===== src/design/tmsb_ram.sv =====
// generic single port write, single port read ram with registered read
module tmsb_ram #(
    parameter int WIDTH = 8,
    parameter int DEPTH = 16
) (
    input  logic                     i_clk,
    input  logic                     i_we,
    input  logic [$clog2(DEPTH)-1:0] i_waddr,
    input  logic [WIDTH-1:0]         i_wdata,
    input  logic [$clog2(DEPTH)-1:0] i_raddr,
    output logic [WIDTH-1:0]         o_rdata
);
    logic [WIDTH-1:0] r_mem [DEPTH];
    always_ff @(posedge i_clk) begin
        if (i_we) r_mem[i_waddr] <= i_wdata;
        o_rdata <= r_mem[i_raddr];
    end
endmodule


===== config.mk =====
export PLATFORM = sky130hd
export DESIGN_NAME = tmsb_ram
export DESIGN_NICKNAME = d
export VERILOG_FILES = /design/src/design/tmsb_ram.sv
export SDC_FILE = /design/constraint.sdc
export NUM_CORES = 1
export LEC_CHECK = 0
export BUFFER_PORTS_ARGS = -buffer_cell sky130_fd_sc_hd__buf_2
export CORE_MARGIN = 3
export CORE_UTILIZATION = 30
export DETAILED_ROUTE_END_ITERATION = 8
export PLACE_DENSITY = 0.43
export SYNTH_ARGS = -nofsm -noshare
export SYNTH_HDL_FRONTEND = slang
export SYNTH_SLANG_ARGS = --single-unit

===== constraint.sdc =====
create_clock -name i_clk -period 4.3 [get_ports i_clk]
set_clock_uncertainty 0.05 [all_clocks]
set_input_delay 0.43 -clock i_clk [delete_from_list [all_inputs] [get_ports i_clk]]
set_output_delay 0.43 -clock i_clk [all_outputs]
set_load 0.005 [all_outputs]

==> results of run 1 <==
-- worst min-delay path by stage --
| stage | start | to | slack, ps |
|---|---|---|---|
| after global placement | r_mem[14][7]$_DFFE_PP_ | o_rdata[7]$_DFF_P_ | 610 |
| after CTS | i_wdata[0] | r_mem[9][0]$_DFFE_PP_ | 350 |
| final | i_wdata[4] | r_mem[6][4]$_DFFE_PP_ | 360 |
| after detailed placement | r_mem[4][3]$_DFFE_PP_ | o_rdata[3]$_DFF_P_ | 610 |
| after floorplan | i_wdata[0] | r_mem[0][0]$_DFFE_PP_ | 480 |
| after global routing | i_wdata[5] | r_mem[7][5]$_DFFE_PP_ | 360 |
-- state kept, by name (all words and copies together), names as in the netlist --
signal,count
r_mem,128
o_rdata,8
-- metal layers --
metal | share of wire | vias up
met2 | 0.48 | 61
li1 | - | 1049
met3 | 0.055 | 13
met1 | 0.45 | 1229
met4 | 0.017 | 0
met5 | 0 | -
-- power groups by stage --
stage / logic (mW) / registers, mW / clock network [mW]
after floorplan: 0.0752 / 1.52 / 0
after global placement: 0.131 / 1.52 / 0
after detailed placement: 0.133 / 1.52 / 0
after CTS: 0.133 / 1.49 / 1.65
after global routing: 0.144 / 1.49 / 1.71
final: 0.129 / 1.49 / 1.62
-- layout make-up --
class	instances	share of cell area
clock buffer	19	0.0718
clock inverter	13	0.0365
multi-input combinational	83	0.171
sequential	136	0.649
tap	220	0.0446
timing repair buffer	30	0.0264
-- cell families after synthesis --
| family | count (synthesis) | share of synthesized area |
|---|---|---|
| buf+inv | 10 | 0.0168 |
| compound gates | 16 | 0.0233 |
| simple gates | 35 | 0.0318 |
| mux | 32 | 0.150 |
| flops | 136 | 0.778 |
-- per-stage QoR --
stage | instance area (sq um) | hold slack [ps] | worst slack, ps | utilization | power, mW
after floorplan | 5150 | 479 | 2330 | - | 1.59
after global placement | 5500 | 608 | 1790 | 0.329 | 1.65
after detailed placement | 5500 | 615 | 1770 | 0.329 | 1.65
after CTS | 6170 | 347 | 2200 | 0.369 | 3.28
after global routing | 6170 | 359 | 2070 | 0.369 | 3.35
final | 6170 | 357 | 2270 | 0.369 | 3.24
-- critical path, stage by stage --
cell and delay, ps:
buf_2 680, buf_4 310, mux4_1 560, a22oi_1 200
nand2_1 70
-- synth_stat cells (all sizes together), types with 2 or more instances --
| cell | count |
|---|---|
| buf | 7 |
| dfxtp | 8 |
| nand2b | 2 |
| nand2 | 9 |
| nand3b | 2 |
| a22oi | 16 |
| nor2 | 13 |
| clkdlybuf4s25 | 3 |
| mux4 | 32 |
| edfxtp | 128 |
| nor3 | 4 |
==> metrics.md, run 1 <==
| Metric | Value |
|---|---|
| Global-route wire length before repair | 15900 um |
| Reg2reg end | o_rdata[7]$_DFF_P_ |
| Main synth FF type | edfxtp_1 |
| Crit Reg-Reg Startpoint | r_mem[3][7]$_DFFE_PP_ |
| Distinct cells, synth | 19 |
| Final wirelength | 10400 um |
| Sequential area share after synthesis | 0.778 |
| Sw frac | 0.187 |
| Num rows | 47 |
| Slew Limit Fails | 0 |
| Worst-Margin Slew | around 980 ps |
| Reg area | 4000 sq um |
| Async set-reset flop share out of synthesis | 0 |
| Worst Hold Path Cells | 1 |
| GP Congestion | between 0.7 and 0.8 |
| Vias post-DR | 2352 |
| Post-synth top area share | 0.747 |
| Root Driver | clkbuf_16 |
| Core area | 16700 sq um |
| Total GRT Usage | 0.123 |
| Syn Nets | 247 |
| Die width | 137 um |
| GRT overflow | 0 |
| Crit start category | input pin |
| CP Capture Point | o_rdata[2]$_DFF_P_ |
| R2R depth | 3 |
| Met3 Use GR | 0.0301 |
| CP required | 4540 ps |
| Setup crit end kind | flip-flop |
| HPWL Detailed | 6840 um |
| Grt met2 use | 0.186 |
| Number of buffers created by CTS | 17 |
| Largest net degree at the start of global routing | 33 |
| Starting density of the core | 0.308 |
| FF+latch count, synth | 136 |
| Reg2Reg Setup Slack | 2910 ps |
| Status | finished, final reports clean |
| # diodes | 0 |
| Post-synth EDFFs | 128 |
| Htree depth | 4 |
| RSZ-0062 raised after global routing | false |
| Area of the multi-input gates | 1060 sq um |
| Commonest cells after routing, fill and taps aside | edfxtp_1 (128), buf_2 (25), mux4_2 (18) |
| NetSw | 0.605 mW |
| Area contributors post-synth | edfxtp_1 (75%), mux4_2 (7.9%), mux4_1 (7.1%) |
| Final min period | about 2000 ps |
| Crit Path Max Fanout | 26 |
| Clock Path Buffers | 2 |
| Share of cells above drive strength 1 | 0.285 |
| Drt pass-1 iters | 4 |
| Tcrit/Tclk final | 0.473 |
| Synth warn | 0 |
| Clk network pwr share | 0.500 |
| Max-cap viol count | 0 |
| Cells after synthesis | 229 |
| Power density cells | 525 nW/um^2 |
| Clk Latency, worst-skew pair | 410 ps |
| Antenna violations before repair | 0 |
| Number of global-route vias before repair | approximately 2500 |
| Placed instance count | 469 |
| Max Freq | about 0.49 GHz |
| Sequential fraction of design power | 0.461 |
| WS Path Type | in -> reg |
| Worst EP arrival | 2270 ps |
| Iteration-0 DRC Markers | 195 |
| Combinational share of power | 0.040 |
| Routed len/inst | 20.8 um |
| Resized cells post-CTS | 0 |
| Final hold viol count | 0 |
| Post-CTS Repair Setup Buffers | 0 |
| Antenna-violating nets left | 0 |
| Synthesized cell area | 5150 sq um |
| Synth area leader | edfxtp_1 |
| P_leak | roughly 2.0 nW |
| TNS Setup | 0 ps |
| Top Ports | 26 |
| Internal power | about 2.6 mW |
| Die area | 18800 sq um |
| Synthesized area per cell | 22.5 sq um |
| Commonest non-fill, non-tap cell in the layout | edfxtp_1 |
| Vias per cell | 4.69 |
| Worst setup path start | i_raddr[0] |
| Fin nets | 286 |
| CTS tree | done |
| Hold Path Class | in -> reg |
| Setup violators final | 0 |
| GRT busiest layer | met2 |
| # fillers | 1566 |
| Worst-path clk slew | around 50 ps |
| GR Util met1 | 0.167 |
| Clock Sinks | 136 |
| Number of port buffers | 25 |
| Area Growth Syn to Fin | 19.8% |
| Drc violations | 0 |
| Hold_buf cts | 0 |
| Layout Cells excl Fill | 501 |
| Slew margin rel. | 0.343 |
| Die height | 137 um |
| Peak VDD IR | ~0.28 mV |
No activity file was read; power rests on OpenSTA's default activity.
==> run 2, diff against run 1 <==
--- a/config.mk
+++ b/config.mk
@@ -9,7 +9,7 @@
 export CORE_MARGIN = 3
 export CORE_UTILIZATION = 30
 export DETAILED_ROUTE_END_ITERATION = 8
-export PLACE_DENSITY = 0.43
+export PLACE_DENSITY = 0.44
 export SYNTH_ARGS = -nofsm -noshare
 export SYNTH_HDL_FRONTEND = slang
 export SYNTH_SLANG_ARGS = --single-unit
==> constraint.sdc (replaced) <==
create_clock -name i_clk -period 1.8 [get_ports i_clk]
set_clock_uncertainty 0.05 [all_clocks]
set_input_delay 0.18 -clock i_clk [delete_from_list [all_inputs] [get_ports i_clk]]
set_output_delay 0.18 -clock i_clk [all_outputs]
set_load 0.005 [all_outputs]
==> metrics.md, run 2 (synthesis gave the netlist of run 1 again) <==
| Metric | Value |
|---|---|
| Hold path startpoint | i_wdata[1] |
| Total power | 6.99 mW |
| Number of buffers created by CTS | 17 |
| Core area | 16700 sq um |
| CTS tree | done |
| WS Path Type | reg -> reg |
| Critical path buffers and inverters | 0 |
| HPWL Detailed | 6990 um |
| Starting density of the core | 0.308 |
| Crit path max-delay family | multiplexers |
| Crit start category | flip-flop |
| Crit Path Max Fanout | 1 |
| Worst setup path start | r_mem[1][0]$_DFFE_PP_ |
| Root Driver | clkbuf_16 |
| Top Registers | r_mem (128), o_rdata (8) |
| Number of port buffers | 25 |
| Die height | 137 um |
| Hold_buf cts | 0 |
| Number of global-route vias before repair | 2564 |
| Fin nets | 302 |
| Htree depth | 4 |
| Share of cells above drive strength 1 | 0.290 |
| Max-cap viol count | 0 |
| Placed instance count | slightly below 500 |
| Vias post-DR | roughly 2400 |
| Layout Cells excl Fill | 517 |
| Clock Path Buffers | 2 |
| Slew Limit Fails | 0 |
| Clk Latency, worst-skew pair | ~410 ps |
| Worst EP arrival | ~1700 ps |
| Final hold viol count | 0 |
| Worst-Margin Slew | just under 900 ps |
| Final min period | 1420 ps |
| Resized cells post-CTS | 0 |
| CP Cell Sequence | mux4_1 > a22oi_1 > nand2_1 |
| Largest net degree at the start of global routing | 19 |
| RSZ-0062 raised after global routing | false |
| P_leak | 2.07 nW |
| Commonest non-fill, non-tap cell in the layout | edfxtp_1 |
| Antenna-violating nets left | 0 |
| GP Congestion | 0.714 |
| Slowest-stage cell, CP | mux4_1 |
| Hold Path Class | in -> reg |
| Global-route wire length before repair | 16500 um |
| Num rows | 47 |
| Drt pass-1 iters | 5 |
| Drc violations | 0 |
| Max reg flops | 128 |
| Vias per cell | around 4.6 |
| # diodes | 0 |
| Die area | 18800 sq um |
| Design area | 6190 sq um |
| Final wirelength | around 11000 um |
| Crit Reg-Reg Startpoint | r_mem[1][0]$_DFFE_PP_ |
| Peak VDD IR | 0.616 mV |
| Slew margin rel. | 0.419 |
| Top Ports | 26 |
| Worst-path clk slew | 50 ps |
| GRT overflow | 0 |
| Total GRT Usage | 0.127 |
| Commonest cells after routing, fill and taps aside | edfxtp_1 (128), buf_2 (25), mux4_2 (18), buf_4 (18), clkbuf_16 (17) |
| Area Growth Syn to Fin | 20.2% |
| CP required | 2030 ps |
| Largest register by flop count | r_mem |
| Power density cells | between 1000 and 1500 nW/um^2 |
| Routed len/inst | 21.1 um |
| Setup crit end kind | flip-flop |
| Placed Area | 5660 sq um |
| Die width | 137 um |
| Clock Sinks | between 100 and 150 |
| Status | finished, final reports clean |
| Setup violators final | 0 |
| Post-CTS Repair Setup Buffers | 0 |
| # fillers | between 1500 and 2000 |
| Critical Path Max Stage Delay | approximately 500 ps |
| TNS Setup | 0 ps |
| Tcrit/Tclk final | 0.787 |
| Max Freq | 0.706 GHz |
| Antenna violations before repair | 0 |
| Iteration-0 DRC Markers | about 190 |
[run 2: cell types whose count changed in the layout (fill, tap and decap cells not counted), sizes merged]
cell,before,now
clkinv,6,3
buf,30,46
clkbuf,19,28
clkinvlp,1,0
bufinv,6,1
[run 2: per-layer routing]
layer  part of all wire  track usage  up-vias  routed length [um]
li1                   -            -     1088                   -
met1               0.50        0.181     1253                5430
met2               0.45        0.185       51                4880
met3              0.041       0.0360       11                 448
met4              0.011       0.0516        0                 125
met5                  0            0        -                   0
[run 2: power by group]
part / internal, mW / leakage, nW / total (mW) / switching, mW
sequential: 3.54 / 1.22 / 3.57 / 0.0215
combinational: 0.147 / 0.595 / 0.340 / 0.193
clock: 1.96 / 0.256 / 3.09 / 1.13
[run 2: layout make-up]
type / count / area (sq um) / share of cell area
Sequential cell: 136 / 4000 / 0.647
Multi-Input combinational cell: 83 / 1060 / 0.171
Clock buffer: 28 / 487 / 0.0787
Timing Repair Buffer: 46 / 320 / 0.0518
Tap cell: 220 / 275 / 0.0445
Clock inverter: 4 / 42.5 / 0.00688
[run 2: per-stage QoR]
| step | hold WS, ps | utilization | worst slack (ps) |
|---|---|---|---|
| after CTS | 93.1 | 0.370 | 360 |
| after floorplan | 229 | - | 77.1 |
| final | 105 | 0.370 | 384 |
| after global routing | 104 | 0.370 | 304 |
| after global placement | 513 | 0.339 | 96.5 |
| after detailed placement | 518 | 0.339 | 117 |
[run 2: path summary, 6_finish.rpt]
path	to	slack, ps	depth (start not counted)
max	o_rdata[0]$_DFF_P_	380	3
min	r_mem[13][1]$_DFFE_PP_	100	1
max reg2reg	o_rdata[0]$_DFF_P_	380	3
min reg2reg	o_rdata[5]$_DFF_P_	620	3
==> run 3, diff against run 2 <==
--- a/config.mk
+++ b/config.mk
@@ -5,6 +5,7 @@
 export SDC_FILE = /design/constraint.sdc
 export NUM_CORES = 1
 export LEC_CHECK = 0
+export ABC_AREA = 1
 export BUFFER_PORTS_ARGS = -buffer_cell sky130_fd_sc_hd__buf_2
 export CORE_MARGIN = 3
 export CORE_UTILIZATION = 30
==> constraint.sdc (replaced) <==
create_clock -name i_clk -period 1.24 [get_ports i_clk]
set_clock_uncertainty 0.05 [all_clocks]
set_input_delay 0.124 -clock i_clk [delete_from_list [all_inputs] [get_ports i_clk]]
set_output_delay 0.124 -clock i_clk [all_outputs]
set_load 0.005 [all_outputs]
==> metrics.md, run 3 <==
| Metric | Value |
|---|---|
| Drc violations | 0 |
| Main synth FF type | edfxtp_1 |
| Async set-reset flop share out of synthesis | 0 |
| Resized cells post-CTS | 0 |
| Vias per cell | around 4.4 |
| Die area | 20900 sq um |
| Slowest-stage cell, CP | edfxtp_1 |
| Commonest non-fill, non-tap cell in the layout | nand2_1 |
| Routed len/inst | 16.3 um |
| P_leak | 3.03 nW |
| Antenna-violating nets left | 0 |
| Crit start category | flip-flop |
| Commonest cells after routing, fill and taps aside | nand2_1 (173), edfxtp_1 (128), inv_1 (100) |
| Area contributors post-synth | edfxtp_1 (67%), nand2_1 (11%), nand3_1 (8.4%) |
| Worst-Margin Slew | between 300 and 400 ps |
| Peak VDD IR | 0.921 mV |
| Antenna violations before repair | 0 |
| FF+latch count, synth | 136 |
| Clock Path Buffers | 2 |
| Synth area leader | edfxtp_1 |
| GRT busiest layer | met2 |
| Largest net degree at the start of global routing | 33 |
| Slew Limit Fails | 0 |
| Die height | around 140 um |
| CP Cell Sequence | inv_1 > nand2_1 > nand3_1 > nand3_1 > nand3_1 > nand2_1 |
| Slew margin rel. | 0.762 |
| GR Util met1 | 0.194 |
| Share of cells above drive strength 1 | 0.152 |
| Syn Nets | 569 |
| Root Driver | clkbuf_16 |
| Final min period | approximately 1100 ps |
| Max Freq | 0.926 GHz |
| Pre-CTS WS | -62.7 ps |
| Grt met2 use | 0.229 |
| Setup crit end kind | flip-flop |
| Crit path top cell by count | nand3_1 |
| Worst-path clk slew | 50 ps |
| Setup violators final | 0 |
| Fin nets | 628 |
| Post-synth EDFFs | between 100 and 150 |
| Max reg flops | 128 |
| Hold_buf cts | 0 |
| Sequential area share after synthesis | 0.694 |
| Post-synth top area share | 0.667 |
| Most frequent cell after synthesis | nand2_1 |
| Final wirelength | 14000 um |
| Post-route core utilization | 0.373 |
| Largest register by flop count | r_mem |
| Synthesized area per cell | 10.5 sq um |
| Critical Path Max Stage Delay | between 300 and 400 ps |
| RSZ-0062 raised after global routing | false |
| Die width | around 140 um |
| Max-cap viol count | 0 |
| Clk Latency, worst-skew pair | 410 ps |
| Number of port buffers | 25 |
| WS Path Type | reg -> reg |
| Cells after synthesis | 551 |
| Synthesized cell area | 5770 sq um |
| Number of global-route vias before repair | 3733 |
| Post-CTS Repair Setup Buffers | 0 |
| Final hold viol count | 0 |
| CP required | 1490 ps |
| Core area | ~19000 sq um |
| Top Registers | r_mem (128), o_rdata (8) |
| Synth warn | 0 |
| Final WS setup | between 150 and 200 ps |
| GRT overflow | 0 |
| Vias post-DR | 3761 |
| GP Congestion | 0.781 |
| Met3 Use GR | 0.0294 |
| Status | finished, final reports clean |
| Most frequent cells after synthesis | nand2_1 (173), edfxtp_1 (128), inv_1 (100) |
| Number of buffers created by CTS | 17 |
| # fillers | about 1900 |
| Crit Path Max Fanout | 1 |
| Total GRT Usage | 0.143 |
| Total power | 11.1 mW |
| Clock Sinks | 136 |
| Distinct cells, synth | 12 |
| Top Ports | 26 |
| Tcrit/Tclk final | 0.871 |
| Worst EP arrival | ~1300 ps |
| TNS Setup | 0 ps |
| Power density cells | 1580 nW/um^2 |
| Hold Path Class | in -> reg |
| # diodes | 0 |
| Num rows | 50 |
| CTS tree | done |
| Global-route wire length before repair | 21600 um |
| Htree depth | 4 |
| HPWL Detailed | 9080 um |
| Starting density of the core | 0.307 |
| Drt pass-1 iters | 4 |
| Iteration-0 DRC Markers | 282 |
| Area Growth Syn to Fin | 21.5% |
[run 3: layout make-up]
cell class	instances	area, sq um	area share
clock buffers	20	447	0.0637
clock inverters	12	176	0.0252
inverters	102	383	0.0546
multi-input cells	289	1210	0.173
flip-flops and latches	136	4000	0.571
well taps	234	293	0.0418
repair buffers	64	493	0.0703
[run 3: logic make-up after synthesis]
family                 after synthesis  synth area share
AND/OR/NAND/NOR                    289             0.210
flip-flops                         136             0.694
buffers and inverters              126            0.0952
[run 3: metrics by stage]
step	std cells	instance area, sq um	hold slack [ps]
floorplan	551	5770	173
global placement	825	6390	452
detailed placement	825	6390	453
CTS	857	7010	72.8
global route	857	7010	78.1
finish	857	7010	73.5
[run 3: critical path, delay by kind of cell, from the launching register on]
kind	cells	cell delay (ps)
and+or+nand+nor	5	490
DFF	1	350
buffers and inverters	1	70
[run 3: metal layers]
| metal | vias up | routed length, um |
|---|---|---|
| li1 | 1890 | - |
| met1 | 1791 | 6470 |
| met2 | 65 | 6730 |
| met3 | 15 | 569 |
| met4 | 0 | 219 |
| met5 | - | 0 |
[run 3: path summary, 6_finish.rpt]
path	start	end	slack (ps)	depth (start not counted)
worst max-delay path	r_mem[1][7]$_DFFE_PP_	o_rdata[7]$_DFF_P_	160	6
worst min-delay path	i_wdata[1]	r_mem[6][1]$_DFFE_PP_	70	1
worst max register to register	r_mem[1][7]$_DFFE_PP_	o_rdata[7]$_DFF_P_	160	6
worst min register to register	r_mem[12][5]$_DFFE_PP_	o_rdata[5]$_DFF_P_	600	6
[run 3: power breakdown]
part           switching, mW  internal (mW)  leakage [nW]
Clock                   1.84           3.41         0.290
Sequential            0.0253           5.14          1.22
Combinational          0.450          0.233          1.52
